==> config.mk <==
export PLATFORM = sky130hd
export DESIGN_NAME = trpd_queue
export DESIGN_NICKNAME = d
export VERILOG_FILES = /design/src/rtl/trpd_pkg.sv /design/src/rtl/trpd_queue.sv
export SDC_FILE = /design/constraint.sdc
export NUM_CORES = 1
export LEC_CHECK = 0
export ABC_AREA = 1
export BUFFER_PORTS_ARGS = -buffer_cell sky130_fd_sc_hd__buf_2
export CORE_ASPECT_RATIO = 1.4
export CORE_MARGIN = 2
export CORE_UTILIZATION = 35
export DETAILED_ROUTE_END_ITERATION = 10
export GPL_ROUTABILITY_DRIVEN = 0
export PLACE_DENSITY = 0.65
export SKIP_LAST_GASP = 1
export SLEW_MARGIN = 20
export SYNTH_ARGS = -nofsm -noshare
export SYNTH_HDL_FRONTEND = slang
export SYNTH_SLANG_ARGS = --single-unit
==> constraint.sdc <==
create_clock -name clk -period 2.8 [get_ports clk]
set_input_delay 0.42 -clock clk [delete_from_list [all_inputs] [get_ports clk]]
set_output_delay 0.42 -clock clk [all_outputs]
set_load 0.02 [all_outputs]
==> src/rtl/trpd_pkg.sv <==
// Shared types, constants and helper functions of the TGA run-length pixel decoder.
`default_nettype none
package trpd_pkg;

  // Configuration register indexes.
  localparam logic [2:0] CFG_PIXEL_BYTES     = 3'd0;
  localparam logic [2:0] CFG_RLE_MODE        = 3'd1;
  localparam logic [2:0] CFG_SWAP_RED_BLUE   = 3'd2;
  localparam logic [2:0] CFG_MAP_MODE        = 3'd3;
  localparam logic [2:0] CFG_MAP_ENTRY_BYTES = 3'd4;
  localparam logic [2:0] CFG_MAP_ENTRIES     = 3'd5;
  localparam logic [2:0] CFG_MAP_FIRST_INDEX = 3'd6;
  localparam logic [2:0] CFG_IMAGE_PIXELS    = 3'd7;

  localparam int CFG_W = 29;

  // Defaults of the top-level parameters.
  localparam int DEF_PALETTE_DEPTH = 256;
  localparam int DEF_MAX_SIDE      = 16384;

  // Width of a palette index carried between front and back.
  localparam int IDX_W = 8;

  // Queue between the front and the back.
  localparam int QDEPTH = 4;
  localparam int QPTR_W = $clog2(QDEPTH);

  // Reciprocal of three for 11-bit dividends: (n * 683) >> 11 is exact.
  localparam int RECIP3       = 683;
  localparam int RECIP3_SHIFT = 11;

  // One queue entry: a palette write or a finished pixel result.
  typedef struct packed {
    logic             is_write;
    logic             lookup;
    logic [31:0]      word;
    logic [IDX_W-1:0] addr;
    logic [7:0]       count;
    logic             last;
    logic             clipped;
    logic             bad;
  } qent_t;

  // Byte counts of zero act as one, counts above four act as four.
  function automatic logic [2:0] clamp_bytes(input logic [2:0] v);
    logic [2:0] r;
    if (v == 3'd0) begin
      r = 3'd1;
    end else if (v > 3'd4) begin
      r = 3'd4;
    end else begin
      r = v;
    end
    return r;
  endfunction

  // Exchange bytes 0 and 2 of a color word.
  function automatic logic [31:0] swap02(input logic [31:0] v);
    return {v[31:24], v[7:0], v[15:8], v[23:16]};
  endfunction

  // Divide an 11-bit count by a byte count of 1 to 4.
  function automatic logic [10:0] div_small(input logic [10:0] n, input logic [2:0] e);
    logic [21:0] prod;
    logic [10:0] r;
    prod = 22'(n) * 22'(RECIP3);
    unique case (e)
      3'd1:    r = n;
      3'd2:    r = n >> 1;
      3'd3:    r = 11'(prod >> RECIP3_SHIFT);
      default: r = n >> 2;
    endcase
    return r;
  endfunction

endpackage
`default_nettype wire

==> src/rtl/trpd_queue.sv <==
// Short queue of palette writes and pixel results between the front and the back.
`default_nettype none
module trpd_queue (
  input  wire logic            clk,
  input  wire logic            rst,
  input  wire logic            push,
  input  trpd_pkg::qent_t      push_item,
  output logic                 full,
  input  wire logic            pop,
  output trpd_pkg::qent_t      head,
  output logic                 empty
);

  trpd_pkg::qent_t slots [trpd_pkg::QDEPTH];

  logic [trpd_pkg::QPTR_W-1:0] wr_ptr, rd_ptr;
  logic [trpd_pkg::QPTR_W:0]   fill;

  assign full  = (fill == (trpd_pkg::QPTR_W+1)'(trpd_pkg::QDEPTH));
  assign empty = (fill == '0);
  assign head  = slots[rd_ptr];

  // Entry storage.
  always_ff @(posedge clk) begin
    if (push) begin
      slots[wr_ptr] <= push_item;
    end
  end

  // Pointers and fill level.
  always_ff @(posedge clk) begin
    if (rst) begin
      wr_ptr <= '0;
      rd_ptr <= '0;
      fill   <= '0;
    end else begin
      if (push) begin
        wr_ptr <= wr_ptr + 1'b1;
      end
      if (pop) begin
        rd_ptr <= rd_ptr + 1'b1;
      end
      if (push && !pop) begin
        fill <= fill + 1'b1;
      end else if (pop && !push) begin
        fill <= fill - 1'b1;
      end
    end
  end

endmodule
`default_nettype wire

### After elaboration in Yosys (flattened, before gate mapping)

Memory sizes are Yosys's and may differ from the RTL's. A register that Yosys moved wholly into a read port is not among the register bits.
Cells that the tools add are included.

| word-level totals | value |
|---|---|
| bits in registers | 7 |
| bits in latches | 0 |
| memory bits (writable) | 212 |
| bits in read-only memories | 0 |
| input bits | 57 |
| output and inout bits | 55 |
| memories kept | 1 |

Memory list:

| memory | depth | width | read ports | clocked after memory_dff | wr ports | RTL line | RTL |
|---|---|---|---|---|---|---|---|
| slots | 4 | 53 | 1 | 1 | 1 | trpd_queue.sv:14 | `trpd_pkg::qent_t slots [trpd_pkg::QDEPTH];` |

| cells by class | value |
|---|---|
| $add $sub $neg | 4 |
| multiply operators | 0 |
| divide/modulo/power cells | 0 |
| magnitude comparators | 0 |
| eq/ne operators | 1 |
| shift operators | 0 |
| mux-type cells | 6 |
| bitwise logic cells | 0 |
| reduce and logical (&&, ||, !) cells | 6 |

Operators by type and width:

| kind | count |
|---|---|
| 2-to-1 mux 3 bit | 2 |
| adder 2 x 1 -> 2 bit, second input constant | 2 |
| 2-to-1 mux 2 bit | 2 |
| adder 3 x 1 -> 3 bit, second input constant | 1 |
| == test 3 bit, second input constant | 1 |
| zero test 3 bit | 1 |
| subtractor 3 x 1 -> 3 bit, second input constant | 1 |
| logical AND 1 bit | 2 |
| zero test 1 bit | 2 |
| 2-to-1 mux 1 bit | 2 |
| nonzero test 2 bit | 1 |

### Longest topological paths before layout

Gate-level depths: netlist of run 1.

| depth | value |
|---|---|
| depth in word-level cells | 4 |
| gate-level depth with buffers | 10 |

### Worst setup path before layout of run 1

No wires, ideal clock.

| timing | value |
|---|---|
| kind | flip-flop to flip-flop |
| start | register wr_ptr[0] (netlist name) |
| end | memory slots[2][0] (netlist name), enable pin |
| arrival time | 1623 ps |
| slack | 770 ps |
| cell stages (with the launch flop) | 5 |
| path buffers | 0 |
| cells stage by stage | dfxtp_1 inv_1 ha_1 nand2_1 inv_1 |

RTL lines:

| what | RTL line | RTL |
|---|---|---|
| start, declared | trpd_queue.sv:16 | `logic [trpd_pkg::QPTR_W-1:0] wr_ptr, rd_ptr;` |
| start signal, assigned | trpd_queue.sv:38 | `wr_ptr <= wr_ptr + 1'b1;` |
| end, declared | trpd_queue.sv:14 |  |

Straight into the memory's write port.

==> impl_summary.md, run 1 <==
Run status
The flow ran to the end, and the final reports show no timing, DRC or antenna violations.

Placement
Detailed placement ended at an HPWL of 9820 microns. The count of buffers added on input and output ports is 111. At the placement stage, the worst setup path has a slack of 0.874 ns. Counting tap cells, the placed design contains a total of 970 instances.

Floorplanning
The total area inside the core boundary comes to 23900 sq um. Measured along the x axis, the die boundary spans 136 microns. The initial utilization of the core area, before any placement, comes to 35.5%.

The standard-cell row count is 67. 112 I/O pins were placed. The die area is 25500 sq um.

The die extent in y is 188 microns.

Detailed routing
The total vias in the final route is 4899. The detailed router finished its first iteration with 331 violations. The number of routed nets with antenna violations is 0.

The aggregate routed wire length is 17300 microns. The first detailed-routing pass took 4 iterations. The average wire per standard cell is 17.2 microns. For this run, design rule violations remaining after detail routing come to 0. The detailed-route vias per instance is 4.87.

Layout
The fraction of layout instances using a drive strength above 1 is 28.1%. Counting the fill cells in the layout gives 2182. The final net count is 746.

Compared with the post-synthesis result, the final layout area differs by 17.7%. The count of placed standard cells in the final layout, fillers left out is 1005.

Clock tree
The clock net in this run drives a total of 221 sinks. The tree is rooted in a sky130_fd_sc_hd__clkbuf_16. The clock network latency to the later pin of the worst-skew pair is 0.50 ns. The number of buffers inserted for hold repair after clock tree synthesis is 0. The post-CTS setup buffer count is 0.

In this run the number of H-tree levels came out at 1. The clock passes through at most 3 buffers. The TritonCTS clock tree is yes.

After clock tree synthesis, the clock-pin slew on the worst setup and hold paths is 0.06 ns. The total of cells resized after clock tree synthesis is 0. Buffers inserted during clock tree synthesis total 21.

Setup path
The endpoint identified for the worst register-to-register timing path is slots[0][1]. Counting cells, the worst reg-to-reg path comes to 5. The gate family responsible for the most delay along the worst path is buffers and inverters. Across all register-to-register paths, the minimum setup slack is 1.07 ns. The buffering stage count on the worst path with inverters included is 3. The cell with the largest stage delay on the worst path is sky130_fd_sc_hd__dfxtp_4. Traced cell by cell, the critical path runs through inv_6 -> buf_12 -> o21ai_0 -> o22ai_1 -> buf_2. The launch point of the worst reg-to-reg path is wr_ptr[0]. The critical-path maximum fanout is 48. The required time of the worst setup path is 2.38 ns. The largest stage delay on the critical path is 0.36 ns. The kind of critical path is flip-flop to output pin. Data arrives at the worst endpoint at 1.98 ns. The element type at the critical path end is an output pin. The worst setup path is launched from a flip-flop.

Synthesis
In the synthesized netlist, the cells that appear most often are sky130_fd_sc_hd__edfxtp_1 (212), sky130_fd_sc_hd__o21ai_0 (101), sky130_fd_sc_hd__nor2_1 (92). For this run, the leading register cell type out of synthesis is sky130_fd_sc_hd__edfxtp_1. The share of flip-flops with an asynchronous set or reset after synthesis is 0%. The most instantiated library cell after synthesis is sky130_fd_sc_hd__edfxtp_1. Summed over all instances, the cell type with the most area after synthesis is sky130_fd_sc_hd__edfxtp_1.

In this run, synthesis inferred 212 flip-flops with an integrated enable. The distinct cell type count after synthesis is 24. The total standard cell area after synthesis is 8480 sq um. Ranked by total cell area, the synthesized netlist is headed by sky130_fd_sc_hd__edfxtp_1 (75%), sky130_fd_sc_hd__o21ai_0 (6.0%), sky130_fd_sc_hd__nor2_1 (4.1%). Synthesis handed over a netlist of 571 instances. In this run the biggest area consumer among cell types represents 75.1% of the synthesized area. The number of flip-flops and latches in the synthesized netlist is 221. When the netlist entered floorplanning its net count stood at 634.

The number of synthesis warnings is 0. The share of synthesized area occupied by flip-flops and latches is 77.2%. Averaged over all synthesized cells, the footprint is 14.9 sq um.

Timing
The actual slew at the worst max-slew pin is 0.566 ns. The count of final setup violators is 0. The least setup slack across all paths after layout is 0.397 ns. The sum of negative setup slack is 0 ns. The clock arrives with 0.0162 ns of skew. Setup repair after global routing left no endpoint under its margin.

The clock period could shrink to 2.40 ns. On the final layout, the worst hold slack is 0.0852 ns. The number of pins with negative max-slew slack in the final report is 0. The final-report hold violation count is 0. The worst path uses 85.8% of the clock period.

Headroom to the max-slew limit came out at 62.2%. For this run, the top clock speed supported by timing is 416 MHz.

Job
Max-cap violations in this run came to 0.

Worst hold path
The worst hold path belongs to the class primary input to flip-flop. The worst min-delay path startpoint is rst. For hold timing, the worst endpoint is fill[0].

The cell depth of the worst min-delay path is 2.

GRT
The initial antenna violation count came to 5. The via count of the first global-routing pass is 4814. The global-route congestion overflow total is 0. The global-route wire length before repair is 25900 microns. The maximum number of pins on one net before global-route repair is 107. The total routing resource utilization after global routing is 13.3%.

Power
Across the VDD grid, the largest voltage drop is 0.421 mV. In this run the power density over the cells is 716 nW/um^2. The leakage power total is 0.00348 uW.
==> how the worst max path moves through the flow <==
stage	depth (start not counted)	slack, ns	start	endpoint
2_1_floorplan	4	0.77	wr_ptr[0]	slots[2][0]
3_3_place_gp	5	0.90	flip-flop	head[20]
3_5_place_dp	5	0.87	flip-flop	head[20]
4_1_cts	5	0.34	flip-flop	head[20]
5_1_grt	5	0.24	flip-flop	head[20]
6_report	5	0.40	flip-flop	head[20]
==> layout by cell type (no fill, tap or decap), types with 9 or more instances in the layout <==
| master | instances |
|---|---|
| sky130_fd_sc_hd__nand2_1 | 9 |
| sky130_fd_sc_hd__o22ai_2 | 20 |
| sky130_fd_sc_hd__nor2_2 | 20 |
| sky130_fd_sc_hd__nor2_1 | 92 |
| sky130_fd_sc_hd__edfxtp_1 | 212 |
| sky130_fd_sc_hd__o21ai_1 | 10 |
| sky130_fd_sc_hd__o21ai_0 | 101 |
| sky130_fd_sc_hd__inv_1 | 11 |
| sky130_fd_sc_hd__o22ai_1 | 33 |
| sky130_fd_sc_hd__buf_2 | 111 |
| sky130_fd_sc_hd__clkbuf_16 | 21 |
==> layer usage <==
| layer | vias up | routed length (microns) | GRT usage [%] | part of all wire [%] |
|---|---|---|---|---|
| li1 | 2348 | - | - | - |
| met1 | 2401 | 6650 | 15.2 | 38 |
| met2 | 105 | 9070 | 23.7 | 52 |
| met3 | 39 | 1010 | 3.39 | 5.8 |
| met4 | 6 | 530 | 5.17 | 3.1 |
| met5 | - | 38 | 0 | 0.22 |
==> sequential cells by signal, summed over array words and instances, names as in the netlist, named ones only <==
name / cells
slots: 212
wr_ptr: 2
rd_ptr: 2
fill: 3
==> per-stage QoR <==
step | total power, uW | instance area (sq um) | utilization, %
finish | 7150 | 9980 | 41.8
global route | 7440 | 9980 | 41.8
CTS | 7230 | 9980 | 41.8
detailed placement | 4680 | 9370 | 39.2
global placement | 4670 | 9370 | 39.2
floorplan | 4380 | 8480 | -
==> power breakdown <==
group | switching (uW) | internal (uW) | total, uW | leakage [uW]
sequential | 37.1 | 3770 | 3810 | 0.00202
combinational | 538 | 247 | 784 | 0.00116
clock | 1100 | 1450 | 2550 | 0.000294
==> final cells by class <==
cell class | count | area, sq um | area share [%]
Sequential cell | 221 | 6550 | 65.6
Antenna cell | 2 | 5.00 | 0.0501
Timing Repair Buffer | 123 | 721 | 7.22
Clock buffer | 25 | 541 | 5.42
Clock inverter | 8 | 62.6 | 0.627
Tap cell | 310 | 388 | 3.89
Inverter | 17 | 68.8 | 0.689
Multi-Input combinational cell | 299 | 1640 | 16.5
==> logic make-up after synthesis <==
group / Yosys count / synth area share, %
flip-flops: 221 / 77.2
AO/OA/AOI/OAI: 167 / 12.1
AND/OR/NAND/NOR: 125 / 6.20
buffers and inverters: 51 / 3.42
adder cells (fa/ha/maj): 6 / 0.974
XOR/XNOR: 1 / 0.103
No activity file was read; power rests on OpenSTA's default activity.
==> run 2: changes to the inputs <==
--- a/config.mk
+++ b/config.mk
@@ -7,12 +7,14 @@
 export LEC_CHECK = 0
 export ABC_AREA = 1
 export BUFFER_PORTS_ARGS = -buffer_cell sky130_fd_sc_hd__buf_2
-export CORE_ASPECT_RATIO = 1.4
+export CELL_PAD_IN_SITES_DETAIL_PLACEMENT = 0
+export CELL_PAD_IN_SITES_GLOBAL_PLACEMENT = 1
+export CORE_ASPECT_RATIO = 1.2
 export CORE_MARGIN = 2
 export CORE_UTILIZATION = 35
 export DETAILED_ROUTE_END_ITERATION = 10
 export GPL_ROUTABILITY_DRIVEN = 0
-export PLACE_DENSITY = 0.65
+export PLACE_DENSITY = 0.73
 export SKIP_LAST_GASP = 1
 export SLEW_MARGIN = 20
 export SYNTH_ARGS = -nofsm -noshare
==> run 2 against run 1 <==
  * First-iteration DRC count down 22%
  * Clock skew down 0.0012 ns
  * Clock power up 4%
  * Sequential share of layout area down 0.43 points
  * Power up 1.2%
  * Cell area up 0.66%
==> impl_summary.md, run 2 (synthesized netlist as in run 1, its figures left out) <==
Timing
The maximum achievable frequency is 398 MHz. The routed design could run at a clock period as short as 2.51 ns. The actual slew at the worst max-slew pin is 0.457 ns. The number of pins with negative max-slew slack in the final report is 0. The final-report hold violation count is 0. Setup repair after global routing left no endpoint under its margin. In this run the tightest slew margin relative to its limit is 69.5%.

The count of final setup violators is 0. The final worst-path cycle share is 89.7%. For the final database, setup skew stands at 0.0150 ns. For the final routed database, the setup TNS stands at 0 ns.

Layout
The fraction of layout instances using a drive strength above 1 is 28.6%. The area growth from synthesis to layout is 18.5%. The register with the most flip-flops in the layout has 212 of them.

The fill cell instance count of the final layout is 2282. The leading cell type in the layout, fill and taps excluded is sky130_fd_sc_hd__edfxtp_1. In the layout the commonest cells are sky130_fd_sc_hd__edfxtp_1 (212), sky130_fd_sc_hd__buf_2 (111), sky130_fd_sc_hd__o21ai_0 (101), sky130_fd_sc_hd__nor2_1 (92), sky130_fd_sc_hd__o22ai_1 (33). Ranked by flip-flop count, first place goes to slots.

The number of diodes is 0. The largest registers in the layout are slots x212, fill x3. The final net count is 747. Summing all non-filler instances in the final layout gives an area of 10000 sq um.

Setup path
The kind of critical path is flip-flop to output pin. For this design, the slowest cell found on the critical path is sky130_fd_sc_hd__dfxtp_4. The critical-path maximum fanout is 80. The startpoint identified for the worst register-to-register timing path is wr_ptr[0]. The capture instance of the worst register-to-register path is slots[0][31]. The buffering stage count on the worst path with inverters included is 2. The largest stage delay on the critical path is 0.57 ns.

Counting cells, the worst reg-to-reg path comes to 5. The critical path depth in cells is 4. STA classifies the critical path startpoint as a flip-flop. The required time of the worst setup path is 2.38 ns.

Walking the worst path, the cells encountered are buf_12 -> o21ai_0 -> o22ai_1 -> buf_2. In this design, the largest share of critical-path delay is due to buffers and inverters. The most critical setup path has its endpoint at head[17]. The data arrival time of the critical path is 2.09 ns. The element type at the critical path end is an output pin. Across all register-to-register paths, the minimum setup slack is 1.19 ns.

GRT
The initial antenna violation count was 2. For this run, the total global-route usage over all layers was measured as 13.3%. The via count of the first global-routing pass was 5041. Global routing finished with a remaining overflow of 0. The global-route wire length before repair is 26800 microns. Entering global routing, the biggest net connects 81 pins.

Clock tree
The clock drives 221 sinks. The clock network latency to the later pin of the worst-skew pair is 0.50 ns. Hold repair after CTS inserted 0 buffers.

The total CTS buffers is 22. Counting along the longest clock path gives a buffer depth of 3. TritonCTS built the clock tree.

In this run the number of H-tree levels came out at 1. In this run the clock root is driven by a sky130_fd_sc_hd__clkbuf_16. The clock transition time at the flip-flop clock pins of the worst setup and hold paths is 0.06 ns.

Floorplanning
The die extent in y is 175 microns. Once the floorplan was initialized, standard cells occupied 35.5% of the core. The die covers 25500 sq um. The core outline area is 23900 sq um. The floorplan has 62 rows. 112 I/O pins were placed. The width of the chip is 146 microns.

Worst hold path
The min-delay analysis places its worst path in the category primary input to flip-flop.

Detailed routing
In the routed layout, each cell is associated on average with a via count of 4.83. The initial detailed-routing violation count is 259. The detail route stage leaves a number of antenna-violating nets equal to 0.

After detailed routing, the number of remaining DRC violations is 0. The total vias in the final route is 4920. Dividing the detail-routed wire length by the instance count gives 16.7 microns. The number of iterations in the first detailed-routing pass is 4.

The aggregate routed wire length is 17000 microns.

Job
Max-cap violations in this run came to 0.

Placement
The number of buffers added on ports is 111. The total placed instance area is 9400 sq um. The HPWL after detailed placement is 9690 microns.

Run status
The run finished with clean final reports.

Power
In this run the static leakage power is 0.00351 uW. Dividing total power by cell area gives a power density of 720 nW/um^2. Across the VDD grid, the largest voltage drop is 0.440 mV.
[run 2: cell count changes in the layout (fill, tap and decap cells not counted)]
cell / previous run / this run
sky130_fd_sc_hd__buf_12: 6 / 7
sky130_fd_sc_hd__buf_4: 6 / 5
sky130_fd_sc_hd__bufinv_16: 1 / 0
sky130_fd_sc_hd__clkbuf_1: 4 / 6
sky130_fd_sc_hd__clkbuf_16: 21 / 23
sky130_fd_sc_hd__clkinv_1: 5 / 4
sky130_fd_sc_hd__clkinv_2: 1 / 5
sky130_fd_sc_hd__clkinv_4: 0 / 1
sky130_fd_sc_hd__diode_2: 2 / 0
sky130_fd_sc_hd__inv_6: 2 / 0
sky130_fd_sc_hd__inv_8: 0 / 1
[run 2: metal layers]
metal	vias to the layer above	routed length (microns)	share of wire [%]	GRT usage, %
li1	2359	-	-	-
met1	2406	7340	43	16.8
met2	120	8350	49	22.9
met3	31	894	5.3	3.07
met4	4	355	2.1	3.68
met5	-	27	0.16	0
[run 2: area by class of cell]
type                    instances  area, sq um  area share [%]
flip-flops and latches        221         6550            65.2
multi-input cells             299         1640            16.4
repair buffers                123          733            7.30
clock buffers                  29          598            5.95
well taps                     320          400            3.99
inverters                      17         71.3           0.710
clock inverters                10         48.8           0.486
[run 2: report_power, final]
part | switching (uW) | internal [uW]
Combinational | 531 | 249
Clock | 1140 | 1500
Sequential | 45.1 | 3770
[run 2: worst min-delay path by stage]
stage / start / endpoint / slack [ns] / cells past startpoint
floorplan: rd_ptr[1] / flip-flop / 0.41 / 1
global placement: rd_ptr[1] / flip-flop / 0.43 / 1
detailed placement: rd_ptr[1] / flip-flop / 0.43 / 1
CTS: rst / fill[0] / 0.07 / 2
global route: rst / fill[0] / 0.10 / 2
finish: rst / fill[0] / 0.10 / 2
[run 2: repair_timing]
item / CTS / global route
resized for setup: 0 / 1
endpoints found under the setup margin: 0 / 1
setup buffers: 0 / 0
[run 2: worst register-to-register path: stages (launching register included)]
cell and delay [ns]:
sky130_fd_sc_hd__dfxtp_1 0.33, sky130_fd_sc_hd__inv_1 0.11, sky130_fd_sc_hd__ha_1 0.16, sky130_fd_sc_hd__nand2_1 0.06, sky130_fd_sc_hd__inv_2 0.34, sky130_fd_sc_hd__buf_4 0.32
[run 2: through the flow]
step,setup WS [ns],power [uW],utilization [%],cells,hold WS [ns]
floorplan,0.770,4380,-,571,0.412
finish,0.289,7240,42.1,1019,0.101
detailed placement,0.669,4680,39.3,980,0.427
global placement,0.685,4670,39.3,980,0.431
global route,0.0896,7560,42.1,1019,0.103
CTS,0.137,7340,42.0,1019,0.0736
==> run 3: changes to the inputs <==
--- a/config.mk
+++ b/config.mk
@@ -9,7 +9,7 @@
 export BUFFER_PORTS_ARGS = -buffer_cell sky130_fd_sc_hd__buf_2
 export CELL_PAD_IN_SITES_DETAIL_PLACEMENT = 0
 export CELL_PAD_IN_SITES_GLOBAL_PLACEMENT = 1
-export CORE_ASPECT_RATIO = 1.2
+export CORE_ASPECT_RATIO = 1.25
 export CORE_MARGIN = 2
 export CORE_UTILIZATION = 35
 export DETAILED_ROUTE_END_ITERATION = 10
==> run 3 against run 2 <==
  * Core utilization increased by 0.58 points
  * Cell area increased by 1.0%
  * Flip-flop and latch count unchanged
  * Hold slack got worse by 0.010 ns
  * Wire length increased by 1.6%
  * Non-clock buffer count increased by 5
  * Die area about the same
  * Fmax decreased by 0.55%
==> impl_summary.md, run 3 (synthesized netlist as in run 1, its figures left out) <==
Timing
For the final database, setup skew stands at 0.00675 ns. Setup repair after global routing left no endpoint under its margin. The normalized max-slew margin is 58.0%. The worst path meets setup with 0.275 ns of slack. In the final timing run, aggregate negative setup slack is 0 ns. The number of pins with negative max-slew slack in the final report was 0. Static timing analysis puts the maximum clock frequency at 396 MHz. The final-report hold violation count is 0.

The count of final setup violators is 0. The final worst-path cycle share is 90.2%. The clock period could shrink to 2.52 ns. The actual slew at the worst max-slew pin is 0.630 ns.

Floorplanning
The die extent in y is 178 microns. The die covers 25500 sq um. Row generation in the floorplan step produced 63 rows.

In this run the standard cell core region covers 23800 sq um. The starting density of the core is 35.6%. The boundary pin count is 112. The width of the chip is 143 microns.

Layout
For this run, the share of the core covered by cells in the final layout is 42.6%. The number of flip-flops in the largest register is 212. The area added between synthesis and finish is 19.7%.

The multi-input combinational cells in the finished layout cover a total of 1640 sq um. The top cell types in the final layout, fill and taps aside, are sky130_fd_sc_hd__edfxtp_1 (212), sky130_fd_sc_hd__buf_2 (111), sky130_fd_sc_hd__o21ai_0 (101), sky130_fd_sc_hd__nor2_1 (92), sky130_fd_sc_hd__o22ai_1 (33). The sequential cell area is 6550 sq um. The fill cell instance count of the final layout is 2213.

The largest registers in the layout are slots x212, fill x3. In the final layout, the share of cells above drive strength 1 is 29.6%. The leading cell type in the layout, fill and taps excluded is sky130_fd_sc_hd__edfxtp_1. The final net count is 753. The largest register by flop count is slots.

Clock tree
The TritonCTS clock tree is yes. The cell chosen for the clock root is sky130_fd_sc_hd__clkbuf_16. The number of clock buffers added by TritonCTS is 23. The maximum root-to-sink buffer count is 3. Counting every sink on the clock net gives 221. For this design, the CTS-stage hold fixing added 0 buffers. The clock transition time at the flip-flop clock pins of the worst setup and hold paths is 0.06 ns.

CTS built an H-tree with a depth of 1. At the later pin of the worst-skew pair, clock insertion delay measures 0.49 ns. The total of cells resized after clock tree synthesis is 0. After clock tree synthesis, the setup repair step added 0 buffers.

Power
The leakage power total is 0.00356 uW. The peak supply drop is 0.428 mV. The switching power total is 1720 uW. The clock network accounts for 38.4% of the total power. In this run, flip-flops and latches consume 51.1% of the power. The internal cell power is 5750 uW. Net switching is 23.1% of the power. In this run, the combinational gates consume 10.5% of the power. The total power is 7470 uW.

The total power per unit cell area is 736 nW/um^2.

Setup path
STA puts the critical path data required time at 2.38 ns. The kind of start point of the critical path is a flip-flop. In this run the worst path has a maximum fanout of 38. The cell with the largest stage delay on the worst path is sky130_fd_sc_hd__dfxtp_2. The buffering stage count on the worst path with inverters included is 2.

The largest stage delay on the critical path is 0.52 ns. The gate family responsible for the most delay along the worst path is buffers and inverters. The signal on the critical path passes through buf_4 -> o21ai_0 -> o22ai_1 -> buf_2. The kind of critical path is flip-flop to output pin. At the worst endpoint, the arrival time is 2.10 ns. The element type at the critical path end is an output pin.

Detailed routing
The detailed-route vias per instance is 4.73. For this block, the via count after detailed routing is 4883. For this run, the detailed router's first-pass iteration total came to 4. The final layout contains routed wiring with a total length of 17200 microns. The initial detailed-routing violation count is 293. For this run, design rule violations remaining after detail routing come to 0. Dividing the detail-routed wire length by the instance count gives 16.7 microns.

The number of routed nets with antenna violations is 0.

GRT
The via count of the first global-routing pass is 4853. The maximum number of pins on one net before global-route repair is 65. The initial antenna violation count came to 3.

The total routing resource utilization after global routing is 13.4%. Global routing finished with a remaining overflow of 0. The global-route wire length before repair is 26500 microns.

Run status
The flow ran to the end, and the final reports show no timing, DRC or antenna violations.

Job
The number of violations of the max-capacitance limit is 0.

Placement
The number of buffers added on ports is 111. After legalization and detailed placement, the total HPWL measured 10200 microns. The pre-CTS setup slack is 0.742 ns.

Worst hold path
The class of the tightest hold or removal check is primary input to flip-flop.
run 3: cell count changes in the layout (fill, tap and decap cells not counted):
cell                         before  now
sky130_fd_sc_hd__clkbuf_8         0    1
sky130_fd_sc_hd__inv_6            0    1
sky130_fd_sc_hd__clkinv_2         5    6
sky130_fd_sc_hd__clkinvlp_4       0    1
sky130_fd_sc_hd__clkinv_4         1    0
sky130_fd_sc_hd__diode_2          0    1
sky130_fd_sc_hd__inv_8            1    0
sky130_fd_sc_hd__clkbuf_1         6    7
sky130_fd_sc_hd__buf_4            5   11
sky130_fd_sc_hd__buf_12           7    6
sky130_fd_sc_hd__clkinv_1         4    1
sky130_fd_sc_hd__bufinv_16        0    2
run 3: worst paths after layout:
| path | from | end | slack, ns | cells after the start |
|---|---|---|---|---|
| setup / recovery | flip-flop | head[13] | 0.28 | 4 |
| hold / removal | rst | fill[0] | 0.09 | 2 |
| setup reg to reg | wr_ptr[0] | slots[0][33] | 1.03 | 5 |
| hold reg to reg | rd_ptr[1] | flip-flop | 0.45 | 1 |
run 3: stage by stage:
step | area [sq um] | hold WS, ns | std cells
2_1_floorplan | 8480 | 0.412 | 571
3_3_place_gp | 9430 | 0.440 | 990
3_5_place_dp | 9430 | 0.436 | 990
4_1_cts | 10100 | 0.0683 | 1031
5_1_grt | 10100 | 0.0834 | 1032
6_report | 10100 | 0.0905 | 1032
run 3: final cells by class:
type,count,area share [%]
flip-flops and latches,221,64.6
multi-input cells,299,16.2
repair buffers,128,7.47
clock buffers,31,6.07
well taps,325,4.01
clock inverters,10,0.999
inverters,17,0.678
diodes,1,0.0247
run 3: routing by layer:
layer	global-route usage, %	share of wire (%)	vias to the layer above	routed length (microns)
met4	3.64	1.7	4	293
met1	17.1	43	2357	7380
met3	3.06	5.6	26	961
met5	0	0.16	-	27
li1	-	-	2371	-
met2	23.2	50	125	8580
run 3: power by group through the flow:
stage | Combinational, uW | Clock [uW] | Sequential (uW)
floorplan | 505 | 0 | 3880
global placement | 798 | 0 | 3880
detailed placement | 805 | 0 | 3880
CTS | 806 | 2940 | 3820
global route | 872 | 3070 | 3830
finish | 787 | 2870 | 3820
