===== src/rtl/trpd_pkg.sv =====
// Shared types, constants and helper functions of the TGA run-length pixel decoder.
`default_nettype none
package trpd_pkg;

  // Configuration register indexes.
  localparam logic [2:0] CFG_PIXEL_BYTES     = 3'd0;
  localparam logic [2:0] CFG_RLE_MODE        = 3'd1;
  localparam logic [2:0] CFG_SWAP_RED_BLUE   = 3'd2;
  localparam logic [2:0] CFG_MAP_MODE        = 3'd3;
  localparam logic [2:0] CFG_MAP_ENTRY_BYTES = 3'd4;
  localparam logic [2:0] CFG_MAP_ENTRIES     = 3'd5;
  localparam logic [2:0] CFG_MAP_FIRST_INDEX = 3'd6;
  localparam logic [2:0] CFG_IMAGE_PIXELS    = 3'd7;

  localparam int CFG_W = 29;

  // Defaults of the top-level parameters.
  localparam int DEF_PALETTE_DEPTH = 256;
  localparam int DEF_MAX_SIDE      = 16384;

  // Width of a palette index carried between front and back.
  localparam int IDX_W = 8;

  // Queue between the front and the back.
  localparam int QDEPTH = 4;
  localparam int QPTR_W = $clog2(QDEPTH);

  // Reciprocal of three for 11-bit dividends: (n * 683) >> 11 is exact.
  localparam int RECIP3       = 683;
  localparam int RECIP3_SHIFT = 11;

  // One queue entry: a palette write or a finished pixel result.
  typedef struct packed {
    logic             is_write;
    logic             lookup;
    logic [31:0]      word;
    logic [IDX_W-1:0] addr;
    logic [7:0]       count;
    logic             last;
    logic             clipped;
    logic             bad;
  } qent_t;

  // Byte counts of zero act as one, counts above four act as four.
  function automatic logic [2:0] clamp_bytes(input logic [2:0] v);
    logic [2:0] r;
    if (v == 3'd0) begin
      r = 3'd1;
    end else if (v > 3'd4) begin
      r = 3'd4;
    end else begin
      r = v;
    end
    return r;
  endfunction

  // Exchange bytes 0 and 2 of a color word.
  function automatic logic [31:0] swap02(input logic [31:0] v);
    return {v[31:24], v[7:0], v[15:8], v[23:16]};
  endfunction

  // Divide an 11-bit count by a byte count of 1 to 4.
  function automatic logic [10:0] div_small(input logic [10:0] n, input logic [2:0] e);
    logic [21:0] prod;
    logic [10:0] r;
    prod = 22'(n) * 22'(RECIP3);
    unique case (e)
      3'd1:    r = n;
      3'd2:    r = n >> 1;
      3'd3:    r = 11'(prod >> RECIP3_SHIFT);
      default: r = n >> 2;
    endcase
    return r;
  endfunction

endpackage
`default_nettype wire


===== src/rtl/trpd_front.sv =====
// Front part: configuration registers, byte parsing, palette assembly and run accounting.
`default_nettype none
module trpd_front #(
  parameter int PALETTE_DEPTH = trpd_pkg::DEF_PALETTE_DEPTH,
  parameter int MAX_SIDE      = trpd_pkg::DEF_MAX_SIDE
) (
  input  wire logic                      clk,
  input  wire logic                      rst,
  input  wire logic                      cfg_we,
  input  wire logic [2:0]                cfg_index,
  input  wire logic [trpd_pkg::CFG_W-1:0] cfg_data,
  input  wire logic                      accept,
  input  wire logic [7:0]                data_byte,
  input  wire logic                      image_start,
  output logic                           push,
  output trpd_pkg::qent_t                item
);

  localparam logic [1:0] PH_PALETTE = 2'd0;
  localparam logic [1:0] PH_HEADER  = 2'd1;
  localparam logic [1:0] PH_PIXEL   = 2'd2;
  localparam logic [1:0] PH_DONE    = 2'd3;

  localparam logic [8:0]  DEPTH9 = 9'(PALETTE_DEPTH);
  localparam logic [28:0] CAP    = 29'(MAX_SIDE * MAX_SIDE);

  // Configuration registers.
  logic [2:0]  pixel_bytes;
  logic        rle_mode;
  logic        swap_red_blue;
  logic        map_mode;
  logic [2:0]  map_entry_bytes;
  logic [8:0]  map_entries;
  logic [7:0]  map_first_index;
  logic [28:0] image_pixels;

  always_ff @(posedge clk) begin
    if (rst) begin
      pixel_bytes     <= 3'd4;
      rle_mode        <= 1'b0;
      swap_red_blue   <= 1'b1;
      map_mode        <= 1'b0;
      map_entry_bytes <= 3'd3;
      map_entries     <= 9'd0;
      map_first_index <= 8'd0;
      image_pixels    <= 29'd1;
    end else if (cfg_we) begin
      case (cfg_index)
        trpd_pkg::CFG_PIXEL_BYTES:     pixel_bytes     <= cfg_data[2:0];
        trpd_pkg::CFG_RLE_MODE:        rle_mode        <= cfg_data[0];
        trpd_pkg::CFG_SWAP_RED_BLUE:   swap_red_blue   <= cfg_data[0];
        trpd_pkg::CFG_MAP_MODE:        map_mode        <= cfg_data[0];
        trpd_pkg::CFG_MAP_ENTRY_BYTES: map_entry_bytes <= cfg_data[2:0];
        trpd_pkg::CFG_MAP_ENTRIES:     map_entries     <= cfg_data[8:0];
        trpd_pkg::CFG_MAP_FIRST_INDEX: map_first_index <= cfg_data[7:0];
        default:                       image_pixels    <= cfg_data[28:0];
      endcase
    end
  end

  // Decoder state.
  logic [1:0]  phase, phase_next;
  logic [10:0] count, count_next;
  logic [7:0]  pkt_left, pkt_left_next;
  logic        pkt_rep, pkt_rep_next;
  logic [31:0] asm_word, asm_word_next;
  logic [1:0]  bip, bip_next;
  logic [28:0] done, done_next;
  logic [31:0] entry, entry_next;

  // Derived configuration values.
  logic [2:0]  eb, pb;
  logic [8:0]  entries_eff;
  logic [10:0] pal_total;
  logic [28:0] total;
  logic [1:0]  after_pal, start_phase;

  always_comb begin
    eb          = trpd_pkg::clamp_bytes(map_entry_bytes);
    pb          = trpd_pkg::clamp_bytes(pixel_bytes);
    entries_eff = (map_entries > DEPTH9) ? DEPTH9 : map_entries;
    pal_total   = 11'(entries_eff) * 11'(eb);
    if (image_pixels == 29'd0) begin
      total = 29'd1;
    end else if (image_pixels > CAP) begin
      total = CAP;
    end else begin
      total = image_pixels;
    end
    after_pal   = rle_mode ? PH_HEADER : PH_PIXEL;
    start_phase = (map_mode && entries_eff != 9'd0) ? PH_PALETTE : after_pal;
  end

  // State as seen by this byte, after an image start has cleared it.
  logic [1:0]  c_phase;
  logic [10:0] c_count;
  logic [7:0]  c_pl;
  logic        c_rep;
  logic [31:0] c_asm;
  logic [1:0]  c_bip;
  logic [28:0] c_done;

  always_comb begin
    c_phase = image_start ? start_phase : phase;
    c_count = image_start ? 11'd0 : count;
    c_pl    = image_start ? 8'd0 : pkt_left;
    c_rep   = image_start ? 1'b0 : pkt_rep;
    c_asm   = image_start ? 32'd0 : asm_word;
    c_bip   = image_start ? 2'd0 : bip;
    c_done  = image_start ? 29'd0 : done;
  end

  // Palette byte position and loaded entry count.
  logic        pal_active;
  logic [1:0]  ph1;
  logic [10:0] quot;
  logic [3:0]  qe_lo;
  logic [1:0]  pos;
  logic [31:0] entry_new, entry_word;
  logic        wr_fire;
  logic [10:0] count_inc;

  always_comb begin
    pal_active = (c_phase == PH_PALETTE) && map_mode && (c_count < pal_total);
    ph1        = (c_phase == PH_PALETTE && !pal_active) ? after_pal : c_phase;
    quot       = trpd_pkg::div_small(c_count, eb);
    qe_lo      = quot[1:0] * eb[1:0];
    pos        = c_count[1:0] - qe_lo[1:0];
    if (pos == 2'd0) begin
      entry_new = {24'd0, data_byte};
    end else begin
      entry_new = entry | (32'(data_byte) << {pos, 3'b000});
    end
    entry_word = (eb >= 3'd3 && swap_red_blue) ? trpd_pkg::swap02(entry_new) : entry_new;
    wr_fire    = (pos == 2'(eb - 3'd1));
    count_inc  = c_count + 11'd1;
  end

  // Pixel assembly and palette range check.
  logic [31:0] asm_new;
  logic [1:0]  bip_new;
  logic        complete;
  logic [8:0]  loaded;
  logic [9:0]  low10, diff10;
  logic        in_range;
  logic [31:0] value;

  always_comb begin
    asm_new  = c_asm | (32'(data_byte) << {c_bip, 3'b000});
    bip_new  = c_bip + 2'd1;
    complete = (bip_new == 2'd0) || ({1'b0, bip_new} >= pb);
    loaded   = (quot > 11'(DEPTH9)) ? DEPTH9 : quot[8:0];
    low10    = asm_new[9:0];
    diff10   = low10 - {2'b00, map_first_index};
    in_range = (asm_new[31:10] == 22'd0) && (low10 >= {2'b00, map_first_index})
               && (diff10 < {1'b0, loaded});
    if (pb >= 3'd3 && swap_red_blue) begin
      value = trpd_pkg::swap02(asm_new);
    end else begin
      value = asm_new;
    end
  end

  // Run length, clipping and image end.
  logic [7:0]  run, pl_after, span;
  logic [29:0] rem;
  logic        wrapped, rem_small, last_n, last, clipped;
  logic [7:0]  emit;
  logic [28:0] done_new;

  always_comb begin
    if (c_pl == 8'd0) begin
      run      = 8'd1;
      pl_after = 8'd0;
      span     = 8'd1;
    end else if (c_rep) begin
      run      = c_pl;
      pl_after = 8'd0;
      span     = c_pl;
    end else begin
      run      = 8'd1;
      pl_after = c_pl - 8'd1;
      span     = c_pl;
    end
    rem       = {1'b0, total} - {1'b0, c_done};
    wrapped   = rem[29];
    rem_small = (rem[28:8] == 21'd0);
    last_n    = !wrapped && rem_small && (run >= rem[7:0]);
    clipped   = !wrapped && rem_small && (span > rem[7:0]);
    last      = wrapped || last_n;
    emit      = last_n ? rem[7:0] : run;
    done_new  = last_n ? total : (c_done + 29'(run));
  end

  // Next state and queue entry.
  always_comb begin
    phase_next    = phase;
    count_next    = count;
    pkt_left_next = pkt_left;
    pkt_rep_next  = pkt_rep;
    asm_word_next = asm_word;
    bip_next      = bip;
    done_next     = done;
    entry_next    = entry;
    push          = 1'b0;
    item          = '0;
    if (accept && c_phase != PH_DONE) begin
      phase_next    = ph1;
      count_next    = c_count;
      pkt_left_next = c_pl;
      pkt_rep_next  = c_rep;
      asm_word_next = c_asm;
      bip_next      = c_bip;
      done_next     = c_done;
      if (pal_active) begin
        count_next = count_inc;
        entry_next = entry_new;
        phase_next = (count_inc >= pal_total) ? after_pal : PH_PALETTE;
        if (wr_fire) begin
          push          = 1'b1;
          item.is_write = 1'b1;
          item.word     = entry_word;
          item.addr     = quot[trpd_pkg::IDX_W-1:0];
        end
      end else if (ph1 == PH_HEADER) begin
        pkt_rep_next  = data_byte[7];
        pkt_left_next = {1'b0, data_byte[6:0]} + 8'd1;
        bip_next      = 2'd0;
        asm_word_next = 32'd0;
        phase_next    = PH_PIXEL;
      end else if (!complete) begin
        asm_word_next = asm_new;
        bip_next      = bip_new;
      end else begin
        asm_word_next = 32'd0;
        bip_next      = 2'd0;
        pkt_left_next = pl_after;
        done_next     = done_new;
        if (last) begin
          phase_next = PH_DONE;
        end else if (pl_after == 8'd0 && rle_mode) begin
          phase_next = PH_HEADER;
        end else begin
          phase_next = PH_PIXEL;
        end
        push          = 1'b1;
        item.count    = emit;
        item.last     = last;
        item.clipped  = clipped;
        if (map_mode) begin
          item.lookup = in_range;
          item.bad    = !in_range;
          item.addr   = diff10[trpd_pkg::IDX_W-1:0];
        end else begin
          item.word   = value;
        end
      end
    end
  end

  always_ff @(posedge clk) begin
    if (rst) begin
      phase    <= (map_mode && entries_eff != 9'd0) ? PH_PALETTE : PH_PIXEL;
      count    <= 11'd0;
      pkt_left <= 8'd0;
      pkt_rep  <= 1'b0;
      asm_word <= 32'd0;
      bip      <= 2'd0;
      done     <= 29'd0;
    end else begin
      phase    <= phase_next;
      count    <= count_next;
      pkt_left <= pkt_left_next;
      pkt_rep  <= pkt_rep_next;
      asm_word <= asm_word_next;
      bip      <= bip_next;
      done     <= done_next;
    end
  end

  // Partial palette entry needs no reset.
  always_ff @(posedge clk) begin
    entry <= entry_next;
  end

endmodule
`default_nettype wire


===== config.mk =====
export PLATFORM = sky130hd
export DESIGN_NAME = trpd_front
export DESIGN_NICKNAME = d
export VERILOG_FILES = /design/src/rtl/trpd_pkg.sv /design/src/rtl/trpd_front.sv
export SDC_FILE = /design/constraint.sdc
export NUM_CORES = 1
export LEC_CHECK = 0
export CORE_MARGIN = 4
export CORE_UTILIZATION = 31
export DETAILED_ROUTE_END_ITERATION = 6
export DONT_BUFFER_PORTS = 1
export PLACE_DENSITY = 0.56
export SLEW_MARGIN = 20
export SYNTH_ARGS = -nofsm -noshare
export SYNTH_HDL_FRONTEND = slang
export SYNTH_SLANG_ARGS = --single-unit

===== constraint.sdc =====
create_clock -name clk -period 10.8 [get_ports clk]
set_clock_uncertainty 0.15 [all_clocks]
set_input_delay 1.62 -clock clk [delete_from_list [all_inputs] [get_ports clk]]
set_output_delay 1.62 -clock clk [all_outputs]
set_load 0.01 [all_outputs]

---- Word-level counts from Yosys, hierarchy flattened ----
Cells that the tools add are included.
word-level totals
  register bits after elaboration ......... 172
  input bits .............................. 45
  logic and storage cells ................. 170
operators by class
  $add $sub $neg .......................... 9
  multiply operators ...................... 3
  $lt $le $gt $ge ......................... 14
  equality and inequality tests ........... 12
  shift-type cells ........................ 2
  mux-type cells .......................... 70
  bitwise operators ....................... 3
  reductions and logical operators ........ 41
operators with widths
  operator                  count
  $mux W29                  7
  $mux W32                  6
  $mux W52                  2
  $mux W8                   11
  $mux W40                  2
  $or A32 B32 Y32           2
  $shl A8 B5 Y32            2
  $mux W53                  1
  $mux W24                  2
  $mux W2                   17
  $mux W11                  3
  $pmux W11 S3              1
  $sub A29 B29 Y30          1
  $add A29 B8 Y29           1
  $gt A29 B29 Y1 const B    1
  $logic_not A29 Y1         1
  $logic_not A22 Y1         1
  $logic_not A21 Y1         1
  $mul A11 B10 Y21 const B  1
  $mux W9                   2
  $reduce_and A2 Y1         9
  $logic_not A8 Y1          2
  $logic_and A1 B1 Y1       13
  $eq A3 B2 Y1 const B      4
  35 further kinds          61

---- Depth between registers and ports, before layout ----
Gate-level depths: netlist of run 1.
  depth in word-level cells ............... 17
  mapped depth ............................ 38
  depth with buffers taken out ............ 32

---- Least setup slack after synthesis of run 1 ----
No wires, ideal clock.
  path kind ............................... input to output
  from .................................... in image_start
  to ...................................... out item[51] (netlist name)
  arrival time ............................ 9,297 ps
  data required time ...................... 9,030 ps
  setup slack ............................. -267 ps
  stages .................................. 35
  path buffers ............................ 8
  path through ............................ clkbuf_1 buf_1 clkbuf_1 buf_1 clkbuf_1 clkbuf_1 buf_1 nor2b_1 ha_1 ha_1 inv_1 fa_1 inv_1 fa_1 inv_1 fa_1 inv_1 ha_1 o21a_1 o211ai_1 o21a_1 o31ai_1 a41o_1 a2111oi_0 o21ai_0 and3_1 clkbuf_1 ha_1 a2111oi_0 nand2_1 nor3_1 o21ai_0 nor3_1 o41ai_1 nor2_1
RTL lines
  what                line              RTL
  start: declaration  trpd_front.sv:14  input wire logic image_start,
  end: declaration    trpd_front.sv:16  output trpd_pkg::qent_t item

==> results of run 1 <==
## where the power goes
group,switching (mW),internal [mW],leakage (nW)
sequential,0.00971,0.663,1.47
combinational,0.194,0.118,6.02
clock,0.287,0.371,0.297
total,0.491,1.15,7.79
## metrics by stage
stage / worst slack (ps) / hold WS [ps]
2_1_floorplan: 85.9 / 275
3_3_place_gp: 878 / 287
3_5_place_dp: 707 / 296
4_1_cts: 706 / 306
5_1_grt: 213 / 336
6_report: 615 / 307
## registers in the layout, summed over array words and instances (netlist names)
register         cells
swap_red_blue        1
asm_word            32
phase                2
pkt_rep              1
done                29
pixel_bytes          3
rle_mode             1
pkt_left             8
map_entry_bytes      3
map_entries          9
map_first_index      8
bip                  2
entry               32
map_mode             1
image_pixels        29
count               11
## cell families after synthesis
group	count (synthesis)	synth area share, %
AND/OR/NAND/NOR	837	23.4
AO/OA/AOI/OAI	639	24.4
buffers and inverters	287	6.56
adder cells (fa/ha/maj)	205	16.9
flip-flops	172	22.5
XOR/XNOR	76	4.05
multiplexers	35	2.18
## worst min-delay path, stage by stage (launching register included)
cell,delay (ps)
dfxtp_1,310
nand2_1,50
a21oi_1,50
## layer usage
metal | GRT usage, % | up-vias | share of wire (%)
met5 | 0 | - | 0.050
met4 | 4.63 | 4 | 2.2
met3 | 4.66 | 88 | 7.7
met2 | 30.9 | 495 | 46
met1 | 24.6 | 7762 | 44
li1 | - | 7878 | -
## how the worst max path moves through the flow
stage / from / endpoint / slack (ps) / depth (start not counted)
2_1_floorplan: image_start / item[51] / 90 / 35
3_3_place_gp: image_start / item[51] / 880 / 26
3_5_place_dp: image_start / item[51] / 710 / 26
4_1_cts: image_start / item[51] / 710 / 26
5_1_grt: image_start / item[51] / 210 / 26
6_report: image_start / item[51] / 610 / 28
## layout by cell type (no fill, tap or decap), drive strengths merged, types with 23 or more instances in the layout
cell,Yosys,routed
nand2,314,314
a21oi,210,210
nor2,195,195
ha,168,168
inv,160,167
dfxtp,138,138
o21ai,129,129
buf,27,67
nor2b,53,53
xnor2,45,45
nand3,45,45
nand2b,42,42
and2,41,41
a22oi,38,38
fa,37,37
edfxtp,34,34
a21o,33,33
nor3,32,32
xor2,31,31
o21a,29,29
a22o,26,26
nand4,24,24
o22ai,23,23
## area by class of cell
cell class	instances	area [sq um]
clock buffers	19	433
clock inverters	13	178
fillers	5637	35400
inverters	160	601
multi-input cells	1792	11900
flip-flops and latches	172	3780
well taps	696	871
repair buffers	67	507
==> summary.txt, run 1 <==
Worst setup path
  • Crit path kind: input pin to primary output
  • FF-to-FF path depth: 22
  • CP top delay family: adder cells
  • RR Startpoint: count[0]
  • CP max stage delay: 530 ps
  • Critical R2R Capture: entry[17]
  • CP bufs+invs: 5
  • Crit-path slowest cell: fa_1
  • Worst endpoint required time: 9030 ps
  • Worst EP arrival: about 8400 ps
  • CP Max Fanout: 82
  • Reg-to-reg slack, setup: 3670 ps
  • Crit. End Element: primary output
  • Startpoint types: input pin

Drt
  • Via density: ~5.6
  • Initial DRC count: 1563
  • Antenna-violating nets left: 0
  • DRC: 0
  • Total routed wirelength: around 56 mm
  • Pre-antenna DRT Iters: 6
  • Routed len/inst: ~19 um
  • Vias: roughly 16000

Timing
  • Final Critical Period: roughly 10000 ps
  • Maximum clock rate: 98.2 MHz
  • Final setup TNS: 0 ps
  • Fin. Hold Viols: 0
  • Max-slew violation count: 0
  • Worst slew margin: 29.1%
  • Least-Margin Pin Slew: 1060 ps
  • Period Utilization, post-route: 94.3%
  • # setup viols final: 0
  • RSZ-0062 raised after global routing: no

Yosys
  • Yosys top cell area share: about 16%
  • FFs w/ async S/R, synth: 0%
  • Seq/Total Area, Yosys: 22.5%
  • #FFs+latches synth: 172
  • Top-count cell post-synth: nand2_1
  • Synth area leaders: dfxtp_1 16%, ha_1 13%, nand2_1 7.0%, a21oi_1 6.2%, edfxtp_1 6.1%
  • EDFF count, synth: 34
  • Largest area contributor in the netlist: dfxtp_1
  • Commonest cells in the netlist: 314 x nand2_1, 208 x a21oi_1, 195 x nor2_1, 168 x ha_1, 159 x inv_1
  • Post-synth top flop: dfxtp_1
  • Gate count after technology mapping: 2251
  • Syn avg cell area: 7.46 sq um
  • Unique masters post-synth: 85
  • Syn. warnings: 0
  • Syn Nets: about 2500
  • Mapped Area: around 17000 sq um

Clock tree
  • TritonCTS clock tree: built
  • Clock latency on the worst-skew pair: 440 ps
  • Setup Buffers After CTS: 0
  • CTS hold repair buffers: 0
  • CTS max path bufs: 2
  • CTS buffer count: 17
  • Clock transition at the registers of the reported paths: 70 ps
  • Root buffer cell: clkbuf_16
  • Clock sink count: 172
  • Depth of the CTS H-tree: 4
  • # resized after CTS: 0

Global route
  • First-pass GRT wire length: 86.8 mm
  • Largest net degree at the start of global routing: 101
  • Vias in the first global route: about 16000
  • Total track usage: 18.7%
  • GR Overflow Total: 0
  • Initial antenna violation count: 2

Cells and area
  • Post-route insts no fill: 2919
  • Nets: between 2000 and 2500
  • Antenna fix cells: 0
  • Finished Cell Area: 18300 sq um
  • Fraction of layout cells with a size suffix above 1: 6.21%
  • Layout area overhead: 8.95%
  • Final core utilization: 34.1%

Status
  • Status: finished, final reports clean

Die
  • Core area: 53700 sq um
  • Row count: 85
  • Die ar.: 58000 sq um
  • I/O pins: between 90 and 100
  • Initial Utilization: 31.3%
  • Die Wd: 241 um
  • Die Height: 241 um

Placement
  • Inst Count DP: just under 3000
  • Hpwl dp: 43.1 mm
  • PortBufs: 0
  • Dpl cell area: 17700 sq um
  • Placer Congestion: 0.920

Power and ir drop
  • Leakage power: 7.79 nW
  • Power, Total: 1.64 mW
  • Total power per unit cell area: 89.8 nW/um^2
  • Peak VDD IR: 108 uV

Min path
  • Hold Path Sink: map_first_index[2]
  • Hold crit path type: flip-flop to flip-flop
  • WHS Path Cells: 2
  • HP Start: map_first_index[2]

Flow run
  • Max-capacitance violation count: 0
(Power assumes the default switching activity.)
==> run 2: changes to the inputs <==
- CORE_UTILIZATION: 31 -> 60
- PLACE_DENSITY: 0.56 -> 0.89
- SLEW_MARGIN: 20 -> 10
==> summary.txt, run 2 (synthesized netlist as in run 1, its figures left out) <==
Flow run
  • Max-capacitance violation count: 0 (unchanged)

Timing
  • Final Critical Period: 10140 ps (was 10190 ps)
  • Fin. Hold Viols: 0 (unchanged)
  • Least-Margin Pin Slew: 1280 ps (was 1060 ps)
  • Max-slew violation count: 0 (unchanged)
  • Hold_ws: 317 ps (was 307 ps)
  • Maximum clock rate: 98.7 MHz (was 98.2 MHz)
  • RSZ-0062 raised after global routing: no (unchanged)
  • Final setup TNS: 0 ps (unchanged)
  • Worst slew margin: 13.3% (was 29.1%)
  • # setup viols final: 0 (unchanged)
  • Period Utilization, post-route: 93.9% (was 94.3%)

Cells and area
  • Most common library cell in the layout ignoring fill and taps: nand2_1 (unchanged)
  • Layout area overhead: 6.03% (was 8.95%)
  • Fraction of layout cells with a size suffix above 1: 5.96% (was 6.21%)
  • Antenna fix cells: 0 (unchanged)
  • Commonest cells after routing, fill and taps aside: 314 x nand2_1, 208 x a21oi_1, 193 x nor2_1 (unchanged)
  • Fillers: 2329 (was 5637)
  • Nets: 2450 (was 2460)
  • Largest registers: asm_word x32, entry x32 (unchanged)

Worst setup path
  • CP top delay family: adder cells (unchanged)
  • Worst EP arrival: 8370 ps (was 8420 ps)
  • FF-to-FF path depth: 23 (was 22)
  • Reg-to-reg slack, setup: 3320 ps (was 3670 ps)
  • Crit path kind: input pin to primary output (unchanged)
  • CP max stage delay: 550 ps (was 530 ps)
  • Startpoint types: input pin (unchanged)
  • Crit-path slowest cell: o31ai_2 (was fa_1)
  • Crit. End Element: primary output (unchanged)
  • Critical R2R Capture: asm_word[15] (was entry[17])
  • CP bufs+invs: 3 (was 5)
  • CP Max Fanout: 82 (unchanged)
  • Worst endpoint required time: 9030 ps (about the same)
  • RR Startpoint: map_entry_bytes[2] (was count[0])

Drt
  • Vias: 17000 (was 16200)
  • Routed len/inst: 20.1 um (was 19.1 um)
  • Total routed wirelength: 51.9 mm (was 55.7 mm)
  • Initial DRC count: 2143 (was 1563)
  • Antenna-violating nets left: 0 (unchanged)
  • Via density: 6.59 (was 5.56)
  • Pre-antenna DRT Iters: 7 (was 6)
  • DRC: 0 (unchanged)

Placement
  • Hpwl dp: 39.0 mm (was 43.1 mm)
  • PortBufs: 0 (unchanged)
  • Placer Congestion: 0.973 (was 0.920)

Die
  • Die ar.: 30700 sq um (was 58000 sq um)
  • Die Wd: 175 um (was 241 um)
  • I/O pins: 99 (unchanged)
  • Die Height: 175 um (was 241 um)
  • Row count: 60 (was 85)
  • Core area: 27300 sq um (was 53700 sq um)
  • Initial Utilization: 61.6% (was 31.3%)

Min path
  • WHS Path Cells: 2 (unchanged)
  • Hold crit path type: flip-flop to flip-flop (unchanged)
  • Hold Path Sink: map_first_index[5] (was map_first_index[2])
  • HP Start: map_first_index[5] (was map_first_index[2])

Clock tree
  • CTS max path bufs: 2 (unchanged)
  • Clock transition at the registers of the reported paths: 70 ps (about the same)
  • CTS buffer count: 17 (unchanged)
  • Depth of the CTS H-tree: 4 (unchanged)
  • Clock latency on the worst-skew pair: 450 ps (was 440 ps)
  • TritonCTS clock tree: built (unchanged)
  • Clock sink count: 172 (unchanged)
  • Root buffer cell: clkbuf_16 (unchanged)

Global route
  • Initial antenna violation count: 0 (was 2)
  • Vias in the first global route: 16200 (was 15600)
  • GR Overflow Total: 0 (unchanged)
  • Total track usage: 32.9% (was 18.7%)
  • Largest net degree at the start of global routing: 101 (unchanged)
  • First-pass GRT wire length: 83.2 mm (was 86.8 mm)

Power and ir drop
  • Leakage power: 7.74 nW (was 7.79 nW)
  • Total power per unit cell area: 91.1 nW/um^2 (was 89.8 nW/um^2)
  • Peak VDD IR: 105 uV (was 108 uV)

Status
  • Status: finished, final reports clean (unchanged)
[run 2: changes by cell type in the layout (fill, tap and decap cells not counted), moves of 2 or more]
cell and change:
inv_8 +2, clkbuf_1 -2, buf_4 -9, clkinv_8 +4, bufinv_16 -3
[run 2: power breakdown]
| group | total, mW | leakage [nW] | internal (mW) | switching (mW) |
|---|---|---|---|---|
| Sequential | 0.673 | 1.47 | 0.663 | 0.0101 |
| Combinational | 0.313 | 5.97 | 0.117 | 0.196 |
| Clock | 0.636 | 0.295 | 0.319 | 0.317 |
| Total | 1.62 | 7.74 | 1.10 | 0.523 |
[run 2: area by class of cell]
cell class	count	area (sq um)	share of cell area, %
Clock buffer	18	439	2.47
Clock inverter	14	163	0.913
Inverter	160	601	3.37
Multi-Input combinational cell	1792	11900	67.0
Sequential cell	172	3780	21.2
Tap cell	372	465	2.61
Timing Repair Buffer	57	428	2.40
[run 2: per-stage QoR]
step	total power, mW	util (%)	std cells	setup WS (ps)	instance area [sq um]
floorplan	0.930	-	2251	85.9	16800
global placement	0.979	63.1	2553	699	17200
detailed placement	0.988	63.1	2553	586	17200
CTS	1.61	65.3	2585	535	17800
global route	1.68	65.4	2585	183	17800
finish	1.62	65.4	2585	663	17800
[run 2: repair_timing]
| item | 4_1_cts | 5_1_grt |
|---|---|---|
| gates resized for setup | 0 | 1 |
| setup buffers | 0 | 0 |
| endpoints found under the setup margin | 0 | 1 |
| hold buffers | 0 | 0 |
[run 2: metal layers]
metal,global-route usage (%),vias up,share of wire (%)
li1,-,7847,-
met1,43.3,8034,40
met2,53.3,963,46
met3,6.16,193,9.7
met4,13.6,0,4.3
met5,0,-,0
[run 2: worst max-delay path by stage]
stage / from / endpoint / slack (ps) / cells after the start
2_1_floorplan: image_start / item[51] / 90 / 35
3_3_place_gp: image_start / item[51] / 700 / 25
3_5_place_dp: image_start / item[51] / 590 / 25
4_1_cts: image_start / item[51] / 540 / 25
5_1_grt: image_start / item[51] / 180 / 29
6_report: image_start / item[51] / 660 / 25
[run 2: tightest hold or removal path, cell delays in order (launching register included)]
cell	delay, ps
dfxtp_1	310
nand2_1	50
a21oi_1	60
==> run 3: changes to the inputs <==
- ABC_AREA: default -> 1
- CORE_UTILIZATION: 60 -> 50
- PLACE_DENSITY: 0.89 -> 0.75
- clock period: 10.8 -> 10.33 ns (I/O delays scaled with it)
==> summary.txt, run 3 <==
Status
  • Status: finished, final reports clean (unchanged)

Yosys
  • #FFs+latches synth: 172 (unchanged)
  • Top-count cell post-synth: nand2_1 (unchanged)
  • Syn Nets: 3134 (was 2501)
  • Mapped Area: 18300 sq um (was 16800 sq um)
  • Syn avg cell area: 6.33 sq um (was 7.46 sq um)
  • Post-synthesis mux area share: 0% (was 2.18%)
  • EDFF count, synth: 34 (unchanged)
  • Yosys top cell area share: 15.1% (was 16.4%)
  • Syn. warnings: 0 (unchanged)
  • Unique masters post-synth: 65 (was 85)
  • Largest family of logic cells by synthesized area: simple AND/OR/NAND/NOR gates (was compound AO/OA/AOI/OAI gates)
  • Post-Synth Adder-Cell Area: 15.6% (was 16.9%)
  • Post-synth top flop: dfxtp_1 (unchanged)
  • Xor and xnor fraction of the mapped netlist area: 2.64% (was 4.05%)
  • Synth Area in Simple Gates: 28.9% (was 23.4%)
  • Commonest cells in the netlist: 678 x nand2_1, 478 x inv_1, 259 x nor2_1, 224 x a21oi_1, 168 x ha_1 (was 314 x nand2_1, 208 x a21oi_1, 195 x nor2_1, 168 x ha_1, 159 x inv_1)
  • Synth Area in Compound Gates: 19.1% (was 24.4%)
  • Seq/Total Area, Yosys: 20.7% (was 22.5%)
  • FFs w/ async S/R, synth: 0% (unchanged)
  • Gate count after technology mapping: 2884 (was 2251)
  • Synth area leaders: dfxtp_1 15%, nand2_1 14%, ha_1 12%, inv_1 9.8%, a21oi_1 6.1% (was dfxtp_1 16%, ha_1 13%, nand2_1 7.0%, a21oi_1 6.2%, edfxtp_1 6.1%)
  • Largest area contributor in the netlist: dfxtp_1 (unchanged)

Timing
  • Fin. Hold Viols: 0 (unchanged)
  • Final setup TNS: 0 ps (unchanged)
  • Least-Margin Pin Slew: 1150 ps (was 1280 ps)
  • Max-slew violation count: 0 (unchanged)
  • # setup viols final: 0 (unchanged)
  • Worst slew margin: 23.4% (was 13.3%)
  • Maximum clock rate: 103 MHz
  • Period Utilization, post-route: 93.9%
  • Final Critical Period: 9710 ps
  • RSZ-0062 raised after global routing: no (unchanged)

Worst setup path
  • CP Max Fanout: 64 (was 82)
  • Worst EP arrival: 8010 ps (was 8370 ps)
  • Reg-to-reg slack, setup: 3360 ps (was 3320 ps)
  • FF-to-FF path depth: 31 (was 23)
  • Crit path kind: input pin to primary output (unchanged)
  • Critical R2R Capture: entry[17] (was asm_word[15])
  • Startpoint types: input pin (unchanged)
  • Crit. End Element: primary output (unchanged)
  • Worst endpoint required time: 8630 ps (was 9030 ps)
  • RR Startpoint: count[7] (was map_entry_bytes[2])

Power and ir drop
  • Peak VDD IR: 157 uV (was 105 uV)
  • Power, Total: 2.14 mW (was 1.62 mW)
  • Total power per unit cell area: 112 nW/um^2 (was 91.1 nW/um^2)
  • Switching share of power: 40.5% (was 32.2%)
  • Logic pwr share: 36.0% (was 19.3%)
  • Cell Int Power: 1.27 mW (was 1.10 mW)
  • P_sw: 0.866 mW (was 0.523 mW)
  • Sequential share of power: 34.4% (was 41.5%)
  • Leakage power: 9.52 nW (was 7.74 nW)
  • Clock share of power: 29.6% (was 39.2%)

Die
  • Core area: 35800 sq um (was 27300 sq um)
  • Die Wd: 199 um (was 175 um)
  • Initial Utilization: 51.0% (was 61.6%)
  • Die Height: 199 um (was 175 um)
  • I/O pins: 99 (unchanged)
  • Row count: 69 (was 60)
  • Die ar.: 39600 sq um (was 30700 sq um)

Drt
  • Initial DRC count: 1975 (was 2143)
  • Total routed wirelength: 59.0 mm (was 51.9 mm)
  • Pre-antenna DRT Iters: 6 (was 7)
  • Antenna-violating nets left: 0 (unchanged)
  • Vias: 19100 (was 17000)
  • Via density: 5.81 (was 6.59)
  • DRC: 0 (unchanged)
  • Routed len/inst: 17.9 um (was 20.1 um)

Clock tree
  • Depth of the CTS H-tree: 4 (unchanged)
  • Clock latency on the worst-skew pair: 450 ps (about the same)
  • Root buffer cell: clkbuf_16 (unchanged)
  • Clock transition at the registers of the reported paths: 70 ps (about the same)
  • # resized after CTS: 0 (unchanged)
  • Clock sink count: 172 (unchanged)
  • Setup Buffers After CTS: 0 (unchanged)
  • CTS hold repair buffers: 0 (unchanged)
  • TritonCTS clock tree: built (unchanged)
  • CTS buffer count: 17 (unchanged)
  • CTS max path bufs: 2 (unchanged)

Cells and area
  • Finished Cell Area: 19100 sq um (was 17800 sq um)
  • Nets: 3071 (was 2450)
  • Largest registers: asm_word x32, entry x32 (unchanged)
  • Most common library cell in the layout ignoring fill and taps: nand2_1 (unchanged)
  • Layout area overhead: 4.44% (was 6.03%)
  • Commonest cells after routing, fill and taps aside: 678 x nand2_1, 477 x inv_1, 257 x nor2_1 (was 314 x nand2_1, 208 x a21oi_1, 193 x nor2_1)
  • Antenna fix cells: 0 (unchanged)
  • Fraction of layout cells with a size suffix above 1: 5.43% (was 5.96%)

Min path
  • Hold crit path type: flip-flop to flip-flop (unchanged)
  • HP Start: map_entries[5] (was map_first_index[5])
  • Hold Path Sink: map_entries[5] (was map_first_index[5])
  • WHS Path Cells: 2 (unchanged)

Global route
  • Initial antenna violation count: 0 (unchanged)
  • Total track usage: 29.1% (was 32.9%)
  • Vias in the first global route: 17900 (was 16200)
  • Largest net degree at the start of global routing: 100 (was 101)
  • GR Overflow Total: 0 (unchanged)
  • First-pass GRT wire length: 93.7 mm (was 83.2 mm)

Placement
  • Dpl cell area: 18500 sq um (was 17200 sq um)
  • PortBufs: 0 (unchanged)
  • Placer Congestion: 0.992 (was 0.973)
  • Hpwl dp: 45.8 mm (was 39.0 mm)

Flow run
  • Max-capacitance violation count: 0 (unchanged)
[run 3: cell types whose count changed after synthesis, moves of 34 or more]
| cell | previous run | this run |
|---|---|---|
| a22oi_1 | 38 | 2 |
| and2_1 | 39 | 1 |
| clkbuf_1 | 100 | 60 |
| inv_1 | 159 | 478 |
| nand2_1 | 314 | 678 |
| nand2b_1 | 42 | 0 |
| nand3_1 | 44 | 165 |
| nor2_1 | 195 | 259 |
| nor2b_1 | 53 | 0 |
| o21ai_0 | 121 | 159 |
| o22ai_1 | 23 | 61 |
| xnor2_1 | 44 | 10 |
[run 3: kinds of logic after synthesis]
family | count (synthesis)
AO/OA/AOI/OAI | 610
buffers and inverters | 608
flip-flops | 172
adder cells (fa/ha/maj) | 205
XOR/XNOR | 55
AND/OR/NAND/NOR | 1234
[run 3: metal layers]
metal	vias to the layer above	global-route usage, %	share of wire [%]
met5	-	0	0
met4	0	8.84	3.0
met3	119	5.73	9.1
met2	842	47.2	45
met1	8861	39.3	43
li1	9314	-	-
[run 3: per-stage QoR]
stage / utilization, % / setup WS (ps) / cells / hold WS [ps]
finish: 53.2 / 625 / 3295 / 326
global route: 53.2 / 167 / 3295 / 366
CTS: 53.2 / 693 / 3295 / 328
detailed placement: 51.7 / 707 / 3263 / 318
global placement: 51.7 / 818 / 3263 / 311
floorplan: - / 1240 / 2884 / 285
[run 3: worst max-delay path by stage]
stage                startpoint  endpoint  slack [ps]  depth (start not counted)
CTS                 image_start  item[13]         690                         25
finish              image_start  item[13]         620                         25
detailed placement  image_start  item[13]         710                         25
global route        image_start  item[18]         170                         27
global placement    image_start  item[13]         820                         27
floorplan           image_start  item[51]        1240                         39
[run 3: power by group through the flow]
| stage | combinational (mW) | clock, mW | sequential, mW |
|---|---|---|---|
| finish | 0.770 | 0.633 | 0.734 |
| global route | 0.866 | 0.658 | 0.737 |
| CTS | 0.755 | 0.628 | 0.734 |
| detailed placement | 0.751 | 0 | 0.749 |
| global placement | 0.734 | 0 | 0.748 |
| floorplan | 0.592 | 0 | 0.744 |
[run 3: layout make-up]
cell class / count / area (sq um)
Fill cell: 3556 / 16800
Sequential cell: 172 / 3780
Clock inverter: 14 / 123
Timing Repair Buffer: 21 / 158
Clock buffer: 18 / 429
Inverter: 505 / 1910
Tap cell: 461 / 577
Multi-Input combinational cell: 2104 / 12100
[run 3: critical path, cell delays in order]
cell,delay [ps]
nor2_1,450
nor2_1,130
nor2_1,270
fa_1,490
fa_1,520
fa_1,590
fa_1,430
ha_1,350
a21o_1,190
nor2_1,150
nand2_1,100
o21ai_0,190
nand3_1,180
nand2_2,150
nand2_2,90
nor2_1,100
ha_1,170
xor2_1,180
o21bai_2,160
nand2_1,80
o21ai_2,70
nand2_2,260
nand2_2,170
nand4_4,350
o21ai_0,620
